==> config.mk <==
export PLATFORM = sky130hd
export DESIGN_NAME = tlt_ram
export DESIGN_NICKNAME = d
export VERILOG_FILES = /design/src/tlt_ram.sv
export SDC_FILE = /design/constraint.sdc
export NUM_CORES = 1
export LEC_CHECK = 0
export BUFFER_PORTS_ARGS = -buffer_cell sky130_fd_sc_hd__buf_4
export CORE_MARGIN = 8
export CORE_UTILIZATION = 50
export CTS_CLUSTER_SIZE = 8
export DETAILED_ROUTE_END_ITERATION = 12
export PLACE_DENSITY = 0.67
export SYNTH_ARGS = -nofsm -noshare
export SYNTH_HDL_FRONTEND = slang
export SYNTH_SLANG_ARGS = --single-unit
==> constraint.sdc <==
create_clock -name clk_i -period 2.39 [get_ports clk_i]
set_clock_uncertainty 0.2 [all_clocks]
set_input_delay 0 -clock clk_i [delete_from_list [all_inputs] [get_ports clk_i]]
set_output_delay 0 -clock clk_i [all_outputs]
set_load 0.005 [all_outputs]
==> src/tlt_ram.sv <==
// Generic simple dual-port RAM with one write port and a registered read port.
// Depends on nothing.
module tlt_ram #(
  parameter int unsigned Width = 8,
  parameter int unsigned Depth = 16
) (
  input  logic                                  clk_i,
  input  logic                                  we_i,
  input  logic [(Depth > 1 ? $clog2(Depth) : 1)-1:0] waddr_i,
  input  logic [Width-1:0]                      wdata_i,
  input  logic [(Depth > 1 ? $clog2(Depth) : 1)-1:0] raddr_i,
  output logic [Width-1:0]                      rdata_o
);

  logic [Width-1:0] mem_q [Depth];

  always_ff @(posedge clk_i) begin
    if (we_i) begin
      mem_q[waddr_i] <= wdata_i;
    end
    rdata_o <= mem_q[raddr_i];
  end

endmodule

==> results.txt <==
- The flow ran to the end, and the final reports show no timing, DRC or antenna violations.
* CP Data Required Time: 2640 ps
- Critical R2R Launch: mem_q[0][1]
- In the final layout, flip-flops and latches occupy 4004 um^2.
* Antenna cell count: 0
- Die Area: 13800 um^2
- Pre-CTS setup slack: 595.7 ps
* Final worst-path setup slack: 176.3 ps
- Seq cells post-synth: 136
* Number of flops mapped to enable cells by yosys: 128
- Proportion of power drawn by the clock network: 44.2%
- For the pin with the worst max-slew slack, the measured transition is 698.5 ps.
- The hold violation total from the final report came to 0.
- Ratio of final minimum period to clock period: 92.62%
- Number of clock buffers inserted by TritonCTS: 17
- Maximum vdd drop: 0.5016 mV
- The design draws 5.310 mW.
* Violation count after the first detailed-route iteration: 146
* Final HPWL from detailed placement: 6113 um
* Tightest slew margin relative to the limit: 53.26%
- At the end of routability-driven placement, the weighted congestion stood at 0.7661.
- Via count: 2521
* Cell taking the most area after synthesis: edfxtp_1
* Overall routed net length: 9654 um
* Remaining DRCs: 0
* Average instance area after synthesis: 22.48 um^2
- CTS Root Buffer Type: clkbuf_8
* Cell internal pwr: 4.188 mW
- The tree built by TritonCTS fans out to 136 sinks.
* Fraction of post-synthesis cell area in the top cell type by area: 74.67%
* Initial antenna violation count: 0
* Worst Hold Launch: raddr_i[0]
* Max Cap Violations: 0
- The number of cells on the worst reg-to-reg path is 4.
* Post CTS Setup Buffer Count: 0
- Number of nets in the synthesized netlist: 247
- In the post-synthesis netlist, the biggest area contributors are edfxtp_1 75%, mux4_2 7.9%, mux4_1 7.1%, dfxtp_1 3.1%, a22oi_1 2.3%.
- Number of hold buffers added after CTS: 21
- Wire per inst: 21.41 um
- Die Y: 117.5 um
- Input and output buffers added on the ports amount to 25.
- Final Core Density: 62.33%
* First-pass GRT wire length: 15230 um
- TritonCTS built the clock tree.
- Floorplan die width: 117.5 um
- Entering global routing, the biggest net connects 33 pins.
- Of all nets on the critical path, the largest fanout is 7.
* Fraction of layout instances using a drive strength above 1: 29.52%
- For the finished layout, the period the worst path requires is 2214 ps.
- Net switching is 21.13% of the power.
- The final number of max-transition violations was 0.
- Warnings, synthesis: 0
- Among all flip-flop cells after synthesis, the most frequent one is edfxtp_1.
- Setup violations remaining at the end of the flow were counted as 0.
- Commonest cells in the synthesized netlist: 128 x edfxtp_1, 18 x mux4_2, 16 x a22oi_1, 14 x mux4_1, 13 x nor2_1
* Power density over cell area: 840.2 nW/um^2
* Number of cells upsized or downsized after cts: 0
- Counting along the longest clock path gives a buffer depth of 2.
- Via-to-Cell Ratio: 5.590
* Layout overhead on the synthesized area: 22.78%
* Worst hold path type: in -> reg
- First-pass iteration count of the detailed router: 4
* Sum of overflow across all layers after global routing: 0
* Kind of critical path: in -> reg
- Sequential group share of total power: 50.5%
- Combined area of the multi-input logic cells: 1057 um^2
* Final sum of negative setup slack: 0 ps
- Source-to-sink clock delay at the later pin of the worst-skew pair: 510 ps
- Based on the critical path, the design can be clocked at up to 451.7 MHz.
- Htree depth: 4
* Clock slew at reported path FFs: 60 ps
* GR Util All Layers: 15.01%
* CP Capture Type: flop
* Cell count after placement: 398
- Yosys mapped the design onto 19 distinct sky130hd cell types.
- The finished layout holds 451 standard cells, fillers aside.
* Total standard cell area after synthesis: 5147 um^2
* Post-synth ARST share: 0%
- Proportion of synthesized chip area in sequential cells: 77.78%
* Power spent charging and discharging nets: 1.122 mW
- Filler cells: 683
- Unrepaired setup endpoints after global routing: false
* Endpoint, Worst Hold: rdata_o[5]
- For this design the top-level I/O count stands at 26.
- In this run the remaining antenna-violating nets after routing total 0.
- At the end of the flow, the number of nets in the layout was 320.
- Most repeated cell in the gate-level netlist after synthesis: edfxtp_1
- CORE AREA: 10140 um^2
- Row generation in the floorplan step produced 37 rows.
* Destination of the worst register-to-register timing path: rdata_o[1]
- Combinational logic burns 5.3% of the power.
- Min-Delay Path Depth: 4
- The number of global-route vias before repair was 2732.
* Data arrival time of the critical path: 2470 ps
- Post-Syn Instances: 229
* Initial standard-cell utilization of the core: 50.77%
- Setup slack on the worst reg-to-reg path comes out at 330 ps.
- Summed over all cells, the static leakage comes to 2.166 nW.
- Critical Path Source Type: primary input
## layout make-up
type	count	area share, %
sequential	136	63.35
multi-input combinational	83	16.73
timing repair buffer	64	8.632
clock buffer	17	6.553
tap	136	2.693
clock inverter	15	2.039
## registers in the layout, indices dropped and copies added, names as in the netlist
register  flops
mem_q       128
rdata_o       8
## logic make-up (layout without fill, tap and decap cells)
kind of cell / Yosys count / after routing / share of synthesized area, %
muxes: 32 / 32 / 15.02
buffers and inverters: 10 / 96 / 1.677
DFF: 136 / 136 / 77.78
and+or+nand+nor: 35 / 35 / 3.184
AOI/OAI and AO/OA: 16 / 16 / 2.334
## cell usage in the layout, fill, tap and decap left out
master / instances
inv_6: 3
edfxtp_1: 128
nand3b_1: 2
nand2_1: 9
mux4_2: 18
clkbuf_16: 16
clkinvlp_4: 3
and2b_1: 1
buf_12: 1
clkbuf_8: 1
and2_1: 1
bufinv_16: 1
nand2b_1: 2
nor2b_1: 1
dlygate4sd3_1: 21
dfxtp_1: 8
mux4_1: 14
nor3_1: 4
nor2_1: 13
nand3_1: 1
clkinv_1: 1
clkinv_2: 4
clkinv_4: 3
a22oi_1: 16
or3b_2: 1
buf_4: 42
## critical path, stage by stage
cell,delay (ps)
dlygate4sd3_1,540
buf_4,140
nor2b_1,190
dlygate4sd3_1,810
a22oi_1,150
dlygate4sd3_1,580
nand2_1,50
## worst max-delay path by stage
stage                              to  slack [ps]       start  cells past startpoint
final                      rdata_o[3]         180  raddr_i[2]                      7
after global routing       rdata_o[3]          90  raddr_i[2]                      7
after CTS                  rdata_o[3]         200  raddr_i[2]                      7
after detailed placement   rdata_o[7]         600  raddr_i[0]                      5
after global placement     rdata_o[7]         650  raddr_i[0]                      5
after floorplan           mem_q[0][0]         700  waddr_i[2]                      2
## routing by layer
metal	GRT usage (%)	wire length [um]	vias up
met5	0	0	-
met4	6.645	161	0
met3	4.652	597	12
met2	23.62	4946	82
met1	18.83	3949	1303
li1	-	-	1124
## through the flow
stage	hold slack, ps	cell area (um^2)
2_1_floorplan	-101.1	5147
3_3_place_gp	106.6	5567
6_report	16.96	6320
3_5_place_dp	116.9	5567
4_1_cts	20.71	6320
5_1_grt	35.55	6320
## power by group through the flow
stage / sequential (mW) / combinational (mW) / clock (mW)
finish: 2.68 / 0.282 / 2.35
CTS: 2.68 / 0.287 / 2.39
global placement: 2.73 / 0.253 / 0
global route: 2.69 / 0.305 / 2.50
floorplan: 2.73 / 0.135 / 0
detailed placement: 2.73 / 0.259 / 0
No activity file was read; power rests on OpenSTA's default activity.
